`src/rtl/wtms_pkg.sv`:
```
`timescale 1ns / 1ps
// ----------------------------------------------------------------------------
// wtms_pkg
// Shared types and constants for the Welch t max statistic block.
// ----------------------------------------------------------------------------
package wtms_pkg;

    localparam int SAMPLE_BITS      = 16;
    localparam int T_BITS           = 32;
    localparam int MAX_SUBJECTS_DEF = 256;
    localparam int T_FRAC_BITS_DEF  = 16;

    typedef struct packed {
        logic signed [SAMPLE_BITS-1:0] sample;
        logic                          in_group_one;
        logic                          last_of_voxel;
        logic                          last_of_permutation;
    } t_in_item;

    typedef struct packed {
        logic signed [T_BITS-1:0] t_value;
        logic                     degenerate;
        logic signed [T_BITS-1:0] max_t_value;
        logic                     permutation_done;
    } t_out_item;

    typedef enum logic [4:0] {
        S_ACC, S_CHECK, S_NQ, S_SS, S_NN, S_NNN, S_TDIV_GO, S_TDIV_WAIT,
        S_SQRT_GO, S_SQRT_WAIT, S_M12, S_M21, S_NUM, S_DDIV_GO, S_DDIV_WAIT,
        S_TTDIV_GO, S_TTDIV_WAIT, S_FIN
    } t_state;

    typedef enum logic [4:0] {
        OP_IDLE, OP_ACCUM, OP_CHECK, OP_NQ, OP_SS, OP_NN, OP_NNN,
        OP_TDIV_GO, OP_TDIV_WAIT, OP_SQRT_GO, OP_SQRT_WAIT, OP_M12, OP_M21,
        OP_NUM, OP_DDIV_GO, OP_DDIV_WAIT, OP_TTDIV_GO, OP_TTDIV_WAIT, OP_FINAL
    } t_op;

    typedef struct packed {
        t_op  op;
        logic grp;
    } t_cmd;

    typedef struct packed {
        logic counts_ok;
        logic root_zero;
        logic div_done;
        logic sqrt_done;
        logic out_free;
    } t_status;

endpackage

```
`src/rtl/wtms_controller.sv`:
```
`timescale 1ns / 1ps
// ----------------------------------------------------------------------------
// wtms_controller
// Sequencer for accumulation and the voxel-end statistic computation.
// ----------------------------------------------------------------------------
module wtms_controller import wtms_pkg::*; (
    input  logic    i_clk,
    input  logic    i_rst_n,
    input  logic    i_in_valid,
    input  logic    i_last_of_voxel,
    input  t_status i_status,
    output logic    o_in_ready,
    output t_cmd    o_cmd
);

    t_state r_state, n_state;
    logic   r_grp, n_grp;

    always_ff @(posedge i_clk) begin
        if (!i_rst_n) begin
            r_state <= S_ACC;
            r_grp   <= 1'b0;
        end else begin
            r_state <= n_state;
            r_grp   <= n_grp;
        end
    end

    always_comb begin
        n_state    = r_state;
        n_grp      = r_grp;
        o_in_ready = 1'b0;
        o_cmd.op   = OP_IDLE;
        o_cmd.grp  = r_grp;
        unique case (r_state)
            S_ACC: begin
                o_in_ready = 1'b1;
                if (i_in_valid) begin
                    o_cmd.op = OP_ACCUM;
                    if (i_last_of_voxel) begin
                        n_state = S_CHECK;
                    end
                end
            end
            S_CHECK: begin
                o_cmd.op = OP_CHECK;
                n_grp    = 1'b0;
                n_state  = i_status.counts_ok ? S_NQ : S_FIN;
            end
            S_NQ: begin
                o_cmd.op = OP_NQ;
                n_state  = S_SS;
            end
            S_SS: begin
                o_cmd.op = OP_SS;
                n_state  = S_NN;
            end
            S_NN: begin
                o_cmd.op = OP_NN;
                n_state  = S_NNN;
            end
            S_NNN: begin
                o_cmd.op = OP_NNN;
                n_state  = S_TDIV_GO;
            end
            S_TDIV_GO: begin
                o_cmd.op = OP_TDIV_GO;
                n_state  = S_TDIV_WAIT;
            end
            S_TDIV_WAIT: begin
                o_cmd.op = OP_TDIV_WAIT;
                if (i_status.div_done) begin
                    if (!r_grp) begin
                        n_grp   = 1'b1;
                        n_state = S_NQ;
                    end else begin
                        n_state = S_SQRT_GO;
                    end
                end
            end
            S_SQRT_GO: begin
                o_cmd.op = OP_SQRT_GO;
                n_state  = S_SQRT_WAIT;
            end
            S_SQRT_WAIT: begin
                o_cmd.op = OP_SQRT_WAIT;
                if (i_status.sqrt_done) begin
                    n_state = i_status.root_zero ? S_FIN : S_M12;
                end
            end
            S_M12: begin
                o_cmd.op = OP_M12;
                n_state  = S_M21;
            end
            S_M21: begin
                o_cmd.op = OP_M21;
                n_state  = S_NUM;
            end
            S_NUM: begin
                o_cmd.op = OP_NUM;
                n_state  = S_DDIV_GO;
            end
            S_DDIV_GO: begin
                o_cmd.op = OP_DDIV_GO;
                n_state  = S_DDIV_WAIT;
            end
            S_DDIV_WAIT: begin
                o_cmd.op = OP_DDIV_WAIT;
                if (i_status.div_done) begin
                    n_state = S_TTDIV_GO;
                end
            end
            S_TTDIV_GO: begin
                o_cmd.op = OP_TTDIV_GO;
                n_state  = S_TTDIV_WAIT;
            end
            S_TTDIV_WAIT: begin
                o_cmd.op = OP_TTDIV_WAIT;
                if (i_status.div_done) begin
                    n_state = S_FIN;
                end
            end
            S_FIN: begin
                // wait for the output register to free up
                if (i_status.out_free) begin
                    o_cmd.op = OP_FINAL;
                    n_state  = S_ACC;
                end
            end
            default: n_state = S_ACC;
        endcase
    end

endmodule

```
`config.mk`:
```
export PLATFORM = sky130hd
export DESIGN_NAME = wtms_controller
export DESIGN_NICKNAME = d
export VERILOG_FILES = /design/src/rtl/wtms_pkg.sv /design/src/rtl/wtms_controller.sv
export SDC_FILE = /design/constraint.sdc
export NUM_CORES = 1
export LEC_CHECK = 0
export BUFFER_PORTS_ARGS = -buffer_cell sky130_fd_sc_hd__buf_2
export CAP_MARGIN = 25
export CORE_AREA = 2 2 39 41
export CTS_CLUSTER_DIAMETER = 40
export CTS_CLUSTER_SIZE = 25
export DETAILED_ROUTE_END_ITERATION = 16
export DIE_AREA = 0 0 41 43
export PLACE_DENSITY = 0.72
export SLEW_MARGIN = 20
export SYNTH_ARGS = -nofsm -noshare
export SYNTH_HDL_FRONTEND = slang
export SYNTH_SLANG_ARGS = --single-unit
```
`constraint.sdc`:
```
create_clock -name i_clk -period 3.2 [get_ports i_clk]
set_clock_uncertainty 0.2 [all_clocks]
set_input_delay 0.32 -clock i_clk [delete_from_list [all_inputs] [get_ports i_clk]]
set_output_delay 0.32 -clock i_clk [all_outputs]
set_load 0.02 [all_outputs]
```
# Word-level counts from Yosys, hierarchy flattened
# Cells that the tools add are included.
[totals]
ff_bits = 6
input_bits = 9
out_inout_bits = 7
elab_cells = 47
[classes]
n_eq_ne = 24
mux = 17
n_reduce_logical = 4
[op_table]
columns = ["cell", "n"]
rows = [
  ["5-bit one-hot mux with 18 select lines", 2],
  ["5-bit 2-to-1 mux", 10],
  ["5-bit by 4-bit == test with 1-bit output (second input constant)", 8],
  ["5-bit by 3-bit == test with 1-bit output (second input constant)", 4],
  ["2-bit inequality test (second input constant)", 7],
  ["5-bit by 2-bit == test with 1-bit output (second input constant)", 2],
  ["5-bit == test (second input constant)", 2],
  ["7-bit AND reduction", 1],
  ["5-bit by 1-bit == test with 1-bit output (second input constant)", 1],
  ["5-bit logical NOT", 1],
  ["4-bit 2-to-1 mux", 1],
  ["1-bit 2-to-1 mux", 3],
  ["1-bit one-hot mux with 2 select lines", 1],
  ["2-bit AND reduction", 1],
  ["2-bit nonzero test", 1],
]

# Logic depth before layout (Yosys ltp)
# Gate-level depths: netlist of run 1.
[depth]
depth_word = 3
depth_mapped = 6
ltp_nobuf = 5

# Least setup slack after synthesis of run 1
# No wires, ideal clock.
[synth_path]
path_type = "register to register"
startpoint = "reg r_state[4]"
endpoint = "reg r_state[1]"
setup_ps = 116
t_arrival_ps = 1527
t_required_ps = 2884
path_slack_ps = 1357
stages_incl_launch_ff = 7
n_path_buf = 1
period_less_slack_ps = 1843
path_cell_list = "dfxtp_1 -> buf_4 -> or4b_1 -> a211o_1 -> nand4_4 -> a21oi_1 -> o211a_1"
[synth_between]
elab_chain_cells = 3
word_cells_on_any_way = 27
cone_classes = "eq/ne (24); mux (1); reduce/logical (2)"
[synth_lines]
columns = ["element", "line_no", "text"]
rows = [
  ["start: declaration", "wtms_controller.sv:16", "t_state r_state, n_state;"],
  ["start signal: assignment", "wtms_controller.sv:24", "r_state <= n_state;"],
  ["5-bit by 3-bit == test with 1-bit output (tied with other cells)", "wtms_controller.sv:35", "unique case (r_state)"],
  ["2-bit inequality test (no source line)", "--", ""],
  ["7-bit AND reduction (no source line)", "--", ""],
]
# Several ways; a longest one is shown, not always the timed one.
# A chain may end at the register's enable or synchronous reset.

==> results.toml, run 1 <==
[yosys]
synth-compound-area-share_pct = 32.9
netlist.area_leader.share_pct = 19.4
yosys.area_share.adder_pct = 0
syn_area_per_cell_sq_um = 7.57
yosysTopAreaCell = "dfxtp_1"
synth_edf_count = 0
synth-simple-area-share_pct = 34.9
ys_ff_latch = 6
ys_warn_count = 0
synth_cells = 82
synthMuxAreaShare_pct = 0
synth_cell_types = 40
synthArstFlopShare_pct = 0
synth_area_leaders = "dfxtp_1, a21oi_1, o211ai_1, nand2_1, nor2_1"
synth-main-ff-cell = "dfxtp_1"
yosysSeqAreaShare_pct = 19.4
syn-cell-area_sq_um = 621
syn_nets = 91
synth_top_family_by_area = "simple AND/OR/NAND/NOR gates"
synthXorXnorAreaFrac_pct = 4.23

[routing]
dr.pass1.iters = 4
drc = 0
ant_nets = 0
wl_per_cell_um = 14.2
via_per_inst = 6.24
vias = 680
initialDrtViolationCount = 22
routed_wl_um = 1550

[clock_tree]
insertion_delay_ns = 0.25
cts_setup_buffers = 0
ctsLongestPathBuffers = 2
hold_buffers = 0
cts.clk_slew.worst_paths_ns = 0.04
postCtsResizedCells = 0
numClockSinks = 6
cts_inserted_buffers = 3
cts_root_buffer = "clkbuf_4"
cts_tree = "done"
htreeDepth = 1

[global_route]
grt_max_degree = 19
antenna_found_initial = 0
grt-ovfl-total = 0
grt_pass1_wl_um = 2390
grtUsageTotal_pct = 19.8
grt_pass1_vias = 565

[final_layout]
instances_no_fill = 109
antenna_cells = 0
area_growth_pct = 13.3
final_layout_size_suffix_gt1_share_pct = 24.7
fin_nets = 104
stdcell_area_sq_um = 703

[setup_path]
path_max_fanout = 18
crit_family = "flip-flops"
cpMaxStageDelayCell = "dfxtp_1"
cp.required_ns = 2.68
slowest_delay_ns = 0.67
timing_worst_setup_path_type = "reg2out"
critPathCaptureType = "primary output"
worst_ep_arrival_time_ns = 1.78
worst-path-buf-inv = 1
start_kind = "flip-flop"
path_cells = "or4b_1 > o32ai_1 > buf_2"

[floorplanning]
fp-row-count = 14
fp.dieArea_sq_um = 1760
core_sq_um = 1380
start_util_pct = 44.8
fp.dieH_um = 43
die_w_um = 41
ioPinCount = 16

[timing]
hold_viol = 0
finalCriticalPeriod_ns = 2.30
slew_violations = 0
worst_pin_slew_ns = 0.563
whs_ns = 0.153
fin_crit_sh_pct = 71.9
setup_tns_ns = 0
slew_headroom_pct = 62.4
fmaxAchievable_mhz = 434
setup_viol = 0
rsz0062_at_grt = "no"

[placed_design]
io_buffer_count = 15
routabilityCongestion = 0.889
place_hpwl_um = 1120
dp.cells = 106
place_area_sq_um = 681

[power]
p_clk_share_pct = 12.1
p_sw_uw = 292
power_leakage_uw = 0.000280
p_per_area_nw_per_um2 = 822
ir_worst_vdd_v = 0.000329
p_sw_share_pct = 50.4
p_int_uw = 287
p_seq_share_pct = 28.5
p_comb_share_pct = 59.5

[job]
maxCapViolCount = 0

[outcome]
status = "finished, final reports clean"

[hold_path]
hp-class = "in2reg"
[through the flow]
step,setup slack [ns],utilization [%],power [uW]
after global routing,0.804,50.8,622
after detailed placement,0.995,49.2,506
after floorplan,1.36,-,425
final,0.898,50.8,578
after global placement,1.00,49.2,503
after CTS,0.900,50.8,577
[cell usage in the layout, fill, tap and decap left out, types with 3 or more instances in the layout]
master	synthesis	layout
o211ai_1	4	4
nand3_1	4	4
inv_1	5	5
nor3_1	3	3
buf_2	1	15
clkbuf_4	0	3
dfxtp_1	6	6
nor2_1	7	7
nand2_1	7	7
a21oi_1	6	6
[power groups by stage]
stage | combinational (uW) | sequential, uW | clock (uW)
2_1_floorplan | 316 | 109 | 0
3_3_place_gp | 339 | 164 | 0
3_5_place_dp | 342 | 165 | 0
4_1_cts | 342 | 162 | 72.4
5_1_grt | 373 | 171 | 77.6
6_report | 344 | 165 | 69.7
[cells by family (layout without fill, tap and decap cells)]
family | count (synthesis) | count (layout)
flip-flops | 6 | 6
buffers and inverters | 12 | 23
AND/OR/NAND/NOR | 35 | 35
XOR/XNOR | 3 | 3
AO/OA/AOI/OAI | 26 | 26
[layer usage]
metal,GRT usage [%],vias up,part of all wire [%],wire length [um]
met3,7.85,2,6.7,104
li1,-,331,-,-
met5,0,-,0,0
met4,4.00,0,0.58,9
met2,29.4,23,48,737
met1,26.5,324,45,697
[worst register-to-register path, delay by kind of cell, from the launching register on]
family | cells | cell delay (ns)
AND/OR/NAND/NOR | 2 | 0.67
flip-flops | 1 | 0.67
AO/OA/AOI/OAI | 3 | 0.58
[registers in the layout, indices dropped and copies added (netlist names)]
signal,flops
r_grp,1
r_state,5
[layout make-up]
type	count	area, sq um
clock buffer	3	22.5
tap	16	20.0
multi-input combinational	64	447
inverter	5	18.8
timing repair buffer	15	75.1
sequential	6	120
fill	145	681
[Yosys cell counts, drive strengths merged (2+ instances only)]
cell type  instances
xnor2              2
a211oi             2
or4                2
and3               2
a211o              2
nand3              4
clkbuf             3
dfxtp              6
a21oi              6
nand2              7
o211ai             4
nor3               3
or4b               2
nor2b              2
o21ai              2
buf                4
nor2               7
inv                5
[final timing paths]
check                           startpoint  slack, ns  cells after the start          to
worst max-delay path            r_state[4]       0.90                      3    o_cmd[5]
worst min-delay path               i_rst_n       0.15                      2  r_state[1]
worst max register to register  r_state[4]       0.99                      5  r_state[1]
worst min register to register       r_grp       0.37                      2       r_grp
(Power assumes the default switching activity.)
==> run 2: changes to the inputs <==
--- a/config.mk
+++ b/config.mk
@@ -5,14 +5,15 @@
 export SDC_FILE = /design/constraint.sdc
 export NUM_CORES = 1
 export LEC_CHECK = 0
+export ABC_AREA = 1
 export BUFFER_PORTS_ARGS = -buffer_cell sky130_fd_sc_hd__buf_2
 export CAP_MARGIN = 25
-export CORE_AREA = 2 2 39 41
+export CORE_MARGIN = 2
+export CORE_UTILIZATION = 46
 export CTS_CLUSTER_DIAMETER = 40
 export CTS_CLUSTER_SIZE = 25
 export DETAILED_ROUTE_END_ITERATION = 16
-export DIE_AREA = 0 0 41 43
-export PLACE_DENSITY = 0.72
+export PLACE_DENSITY = 0.73
 export SLEW_MARGIN = 20
 export SYNTH_ARGS = -nofsm -noshare
 export SYNTH_HDL_FRONTEND = slang
==> constraint.sdc (replaced) <==
create_clock -name i_clk -period 1.9 [get_ports i_clk]
set_clock_uncertainty 0.2 [all_clocks]
set_input_delay 0.19 -clock i_clk [delete_from_list [all_inputs] [get_ports i_clk]]
set_output_delay 0.19 -clock i_clk [all_outputs]
set_load 0.02 [all_outputs]
==> results.toml, run 2 <==
[outcome]
status = "finished, final reports clean"

[power]
power_leakage_uw = 0.000491
p_seq_share_pct = 24.7
p_int_uw = 394
p_sw_share_pct = 52.6
ir_worst_vdd_v = 0.000577
p_per_area_nw_per_um2 = 984
p_sw_uw = 437
p_clk_share_pct = 13.3
p_comb_share_pct = 62.0

[yosys]
ys_warn_count = 0
yosysTopAreaCell = "nand2_1"
yosysSeqAreaShare_pct = 17.8
synth_area_leaders = "nand2_1, dfxtp_1, inv_1, nand3_1, nor2_1"
synth_edf_count = 0
syn_nets = 138
syn-cell-area_sq_um = 674
yosysMostFrequentCell = "nand2_1"
synthArstFlopShare_pct = 0
synth_common_cells = "nand2_1, inv_1, nor2_1"
synth-main-ff-cell = "dfxtp_1"
netlist.area_leader.share_pct = 19.5
syn_area_per_cell_sq_um = 5.23
ys_ff_latch = 6
synth_cells = 129
synth_cell_types = 16

[final_layout]
stdcell_area_sq_um = 845
layout_commonest_cell = "nand2_1"
top_regs = "r_state x5, r_grp x1"
final_cell_mix = "nand2_1, inv_1, buf_2"
antenna_cells = 0
area_growth_pct = 25.2
fin_nets = 158
top_register = "r_state"
final_layout_size_suffix_gt1_share_pct = 32.7
largest_reg_flops = 5

[global_route]
use_met3_pct = 1.29
antenna_found_initial = 0
grt.met2_usage_pct = 32.9
grt_util_met1_pct = 27.5
grt_max_degree = 11
grt-ovfl-total = 0
grt_pass1_wl_um = 2900
grt_pass1_vias = 714
grtUsageTotal_pct = 20.6
busiest_layer = "met2"

[clock_tree]
cts.clk_slew.worst_paths_ns = 0.04
cts_inserted_buffers = 3
ctsLongestPathBuffers = 2
cts_tree = "done"
htreeDepth = 1
cts_root_buffer = "clkbuf_4"
insertion_delay_ns = 0.23
hold_buffers = 0
numClockSinks = 6

[routing]
initialDrtViolationCount = 33
routed_wl_um = 1820
wl_per_cell_um = 11.3
drc = 0
ant_nets = 0
via_per_inst = 5.17
vias = 837
dr.pass1.iters = 4

[timing]
slew_headroom_pct = 84.2
fin_crit_sh_pct = 95.9
slew_violations = 0
finalWorstSetupSlack_ns = 0.0771
worst_pin_slew_ns = 0.236
rsz0062_at_grt = "yes"
fmaxAchievable_mhz = 549
hold_viol = 0
setup_viol = 0
finalCriticalPeriod_ns = 1.82

[placed_design]
routabilityCongestion = 0.876
io_buffer_count = 15
place_hpwl_um = 1400
pre_cts_ws_ns = 0.179
place_area_sq_um = 756

[floorplanning]
ioPinCount = 16
fp.dieH_um = 42.3
core_sq_um = 1330
fp.dieArea_sq_um = 1790
fp-row-count = 13
start_util_pct = 50.6
die_w_um = 42.3

[hold_path]
hp-class = "in2reg"

[setup_path]
start_kind = "flip-flop"
critPathCaptureType = "primary output"
timing_worst_setup_path_type = "reg2out"
cp.required_ns = 1.51
path_max_fanout = 10
worst_ep_arrival_time_ns = 1.43

[job]
maxCapViolCount = 0
==> run 2: routing by layer <==
metal,share of wire (%),vias to the layer above
li1,-,441
met1,43,359
met4,0,0
met2,51,37
met5,0,-
met3,6.1,0
==> run 2: cells by family after synthesis <==
group | count (synthesis) | synth area share (%)
flip-flops | 6 | 17.8
buffers and inverters | 28 | 16.3
AO/OA/AOI/OAI | 10 | 7.42
AND/OR/NAND/NOR | 85 | 58.4
==> run 2: final timing paths <==
kind | startpoint | end | slack (ns) | depth (start not counted)
max reg2reg | r_state[4] | r_state[1] | 0.29 | 9
min | i_status[2] | r_grp | 0.02 | 3
max | r_state[4] | o_cmd[3] | 0.08 | 6
min reg2reg | r_grp | r_grp | 0.29 | 2
==> run 2: final cells by class <==
cell class | instances | area, sq um
timing repair buffer | 17 | 90.1
clock buffer | 3 | 22.5
tap | 15 | 18.8
inverter | 26 | 97.6
sequential | 6 | 134
fill | 124 | 489
multi-input combinational | 95 | 482
==> run 2: timing repair <==
| item | CTS | global route |
|---|---|---|
| endpoints found under the setup margin | 4 | 5 |
| resized for setup | 4 | 14 |
| gates cloned | 0 | 0 |
| buffers inserted | 0 | 2 |
| pin swaps | 0 | 1 |
==> run 2: critical path, cell delays in order, from the launching register on <==
cell and delay (ns):
dfxtp_4 0.38, inv_2 0.16, nand2_1 0.14, o21ai_0 0.18, inv_1 0.05, nand3_1 0.10, buf_2 0.18
==> run 2: through the flow <==
step	util (%)	hold WS (ns)	TNS, ns	total power, uW	instances
finish	63.3	0.0246	0	831	162
global route	63.3	0.0293	-0.0465	901	162
CTS	58.8	0.0190	0	794	160
detailed placement	56.7	0.273	0	670	157
global placement	56.7	0.274	0	664	157
floorplan	-	0.137	0	548	129
==> run 2: power groups by stage <==
stage | clock [uW] | combinational (uW) | sequential [uW]
final | 111 | 515 | 205
after global placement | 0 | 480 | 184
after CTS | 117 | 487 | 189
after floorplan | 0 | 377 | 171
after global routing | 127 | 564 | 210
after detailed placement | 0 | 484 | 186
==> run 3: changes to the inputs <==
--- a/config.mk
+++ b/config.mk
@@ -5,15 +5,14 @@
 export SDC_FILE = /design/constraint.sdc
 export NUM_CORES = 1
 export LEC_CHECK = 0
-export ABC_AREA = 1
 export BUFFER_PORTS_ARGS = -buffer_cell sky130_fd_sc_hd__buf_2
 export CAP_MARGIN = 25
 export CORE_MARGIN = 2
-export CORE_UTILIZATION = 46
+export CORE_UTILIZATION = 45
 export CTS_CLUSTER_DIAMETER = 40
 export CTS_CLUSTER_SIZE = 25
 export DETAILED_ROUTE_END_ITERATION = 16
-export PLACE_DENSITY = 0.73
+export PLACE_DENSITY = 0.72
 export SLEW_MARGIN = 20
 export SYNTH_ARGS = -nofsm -noshare
 export SYNTH_HDL_FRONTEND = slang
==> results.toml, run 3 (same netlist as run 1, synthesis figures left out) <==
[outcome]
status = "finished, violations left"
violations = "setup timing"

[final_layout]
top_register = "r_state"
final_layout_size_suffix_gt1_share_pct = 48.2
fin_nets = 123
top_regs = "r_state x5, r_grp x1"
layout_commonest_cell = "buf_4"
antenna_cells = 0
area_growth_pct = 47.0
final_cell_mix = "buf_4, buf_2, nand2_1"
largest_reg_flops = 5

[setup_path]
cp.required_ns = 1.51
worst-path-buf-inv = 2
start_kind = "flip-flop"
cp.depth = 4
critPathLaunch = "r_state[1]"
crit_family = "simple AND/OR/NAND/NOR gates"
path_cells = "or4b_4 > buf_6 > o32ai_2 > buf_4"
path_max_fanout = 4
timing_worst_setup_path_type = "reg2out"
slowest_delay_ns = 0.54
worst_ep_arrival_time_ns = 1.53
critPathCaptureType = "primary output"
r2r-start = "r_state[1]"
rr_worst_depth = 5
cpMaxStageDelayCell = "or4b_4"

[power]
finalPower_uw = 1300
power_leakage_uw = 0.000398
p_per_area_nw_per_um2 = 1430
ir_worst_vdd_v = 0.000668

[timing]
setup_tns_ns = -0.0334
worst_pin_slew_ns = 0.375
hold_viol = 0
slew_headroom_pct = 74.8
fin_crit_sh_pct = 101
finalWorstSetupSlack_ns = -0.0241
rsz0062_at_grt = "yes"
finalCriticalPeriod_ns = 1.92
setup_viol = 2
fmaxAchievable_mhz = 520
slew_violations = 0

[routing]
dr.pass1.iters = 4
routed_wl_um = 1930
initialDrtViolationCount = 17
vias = 743
wl_per_cell_um = 15.2
via_per_inst = 5.85
ant_nets = 0
drc = 0

[hold_path]
hp-class = "in2reg"
hold_path_depth = 3
hold_path_startpoint = "i_rst_n"

[placed_design]
routabilityCongestion = 0.895
place_hpwl_um = 1450
io_buffer_count = 15

[global_route]
grtUsageTotal_pct = 26.9
grt_pass1_wl_um = 2870
antenna_found_initial = 0
grt-ovfl-total = 0
grt_max_degree = 13
grt_pass1_vias = 646

[job]
maxCapViolCount = 0

[floorplanning]
core_sq_um = 1300
fp.dieArea_sq_um = 1690
start_util_pct = 47.7
fp-row-count = 13
ioPinCount = 16
die_w_um = 41.1
fp.dieH_um = 41.1

[clock_tree]
insertion_delay_ns = 0.25
ctsLongestPathBuffers = 2
hold_buffers = 0
cts.clk_slew.worst_paths_ns = 0.05
cts_root_buffer = "clkbuf_4"
numClockSinks = 6
cts_tree = "done"
htreeDepth = 1
cts_inserted_buffers = 3
## run 3: worst reg2reg max path: cells and delay by family (launching register included)
kind / cells / cell delay [ns]
AND/OR/NAND/NOR: 2 / 0.66
flip-flops: 1 / 0.34
AO/OA/AOI/OAI: 3 / 0.60
## run 3: power breakdown
group | internal (uW) | switching (uW) | total (uW)
Sequential | 161 | 36.3 | 198
Combinational | 487 | 495 | 983
Clock | 71.8 | 50.6 | 122
## run 3: path summary, 6_finish.rpt
| kind | endpoint | slack (ns) |
|---|---|---|
| max | o_cmd[5] | -0.02 |
| min | r_state[2] | 0.009 |
| max reg2reg | r_state[1] | -0.01 |
| min reg2reg | r_state[1] | 0.38 |
## run 3: stage by stage
step | hold slack [ns] | cell area, sq um | cells | utilization, % | setup slack [ns]
global route | 0.0102 | 912 | 127 | 70.1 | -0.0682
global placement | 0.279 | 800 | 121 | 61.4 | 0.0235
finish | 0.00890 | 912 | 127 | 70.1 | -0.0241
floorplan | 0.105 | 621 | 82 | - | 0.0569
detailed placement | 0.280 | 800 | 121 | 61.4 | -0.0143
CTS | 0.0119 | 863 | 126 | 66.3 | -0.0202
## run 3: routing by layer
metal,up-vias,share of wire [%],wire length [um],track usage (%)
li1,371,-,-,-
met1,343,43,830,33.0
met2,27,51,985,45.7
met3,2,5.4,104,7.61
met4,0,0.41,8,6.45
met5,-,0,0,0
## run 3: cell type report
type / instances / area [sq um]
multi-input combinational: 64 / 485
fill: 123 / 389
timing repair buffer: 34 / 239
sequential: 6 / 128
clock buffer: 3 / 22.5
inverter: 5 / 18.8
tap: 15 / 18.8
## run 3: repair_timing
item                                    CTS  global route
endpoints found under the setup margin    3            10
resized for setup                         8            13
buffers inserted                          2             1
pin swaps                                 2             8
hold endpoints to repair                  0             0
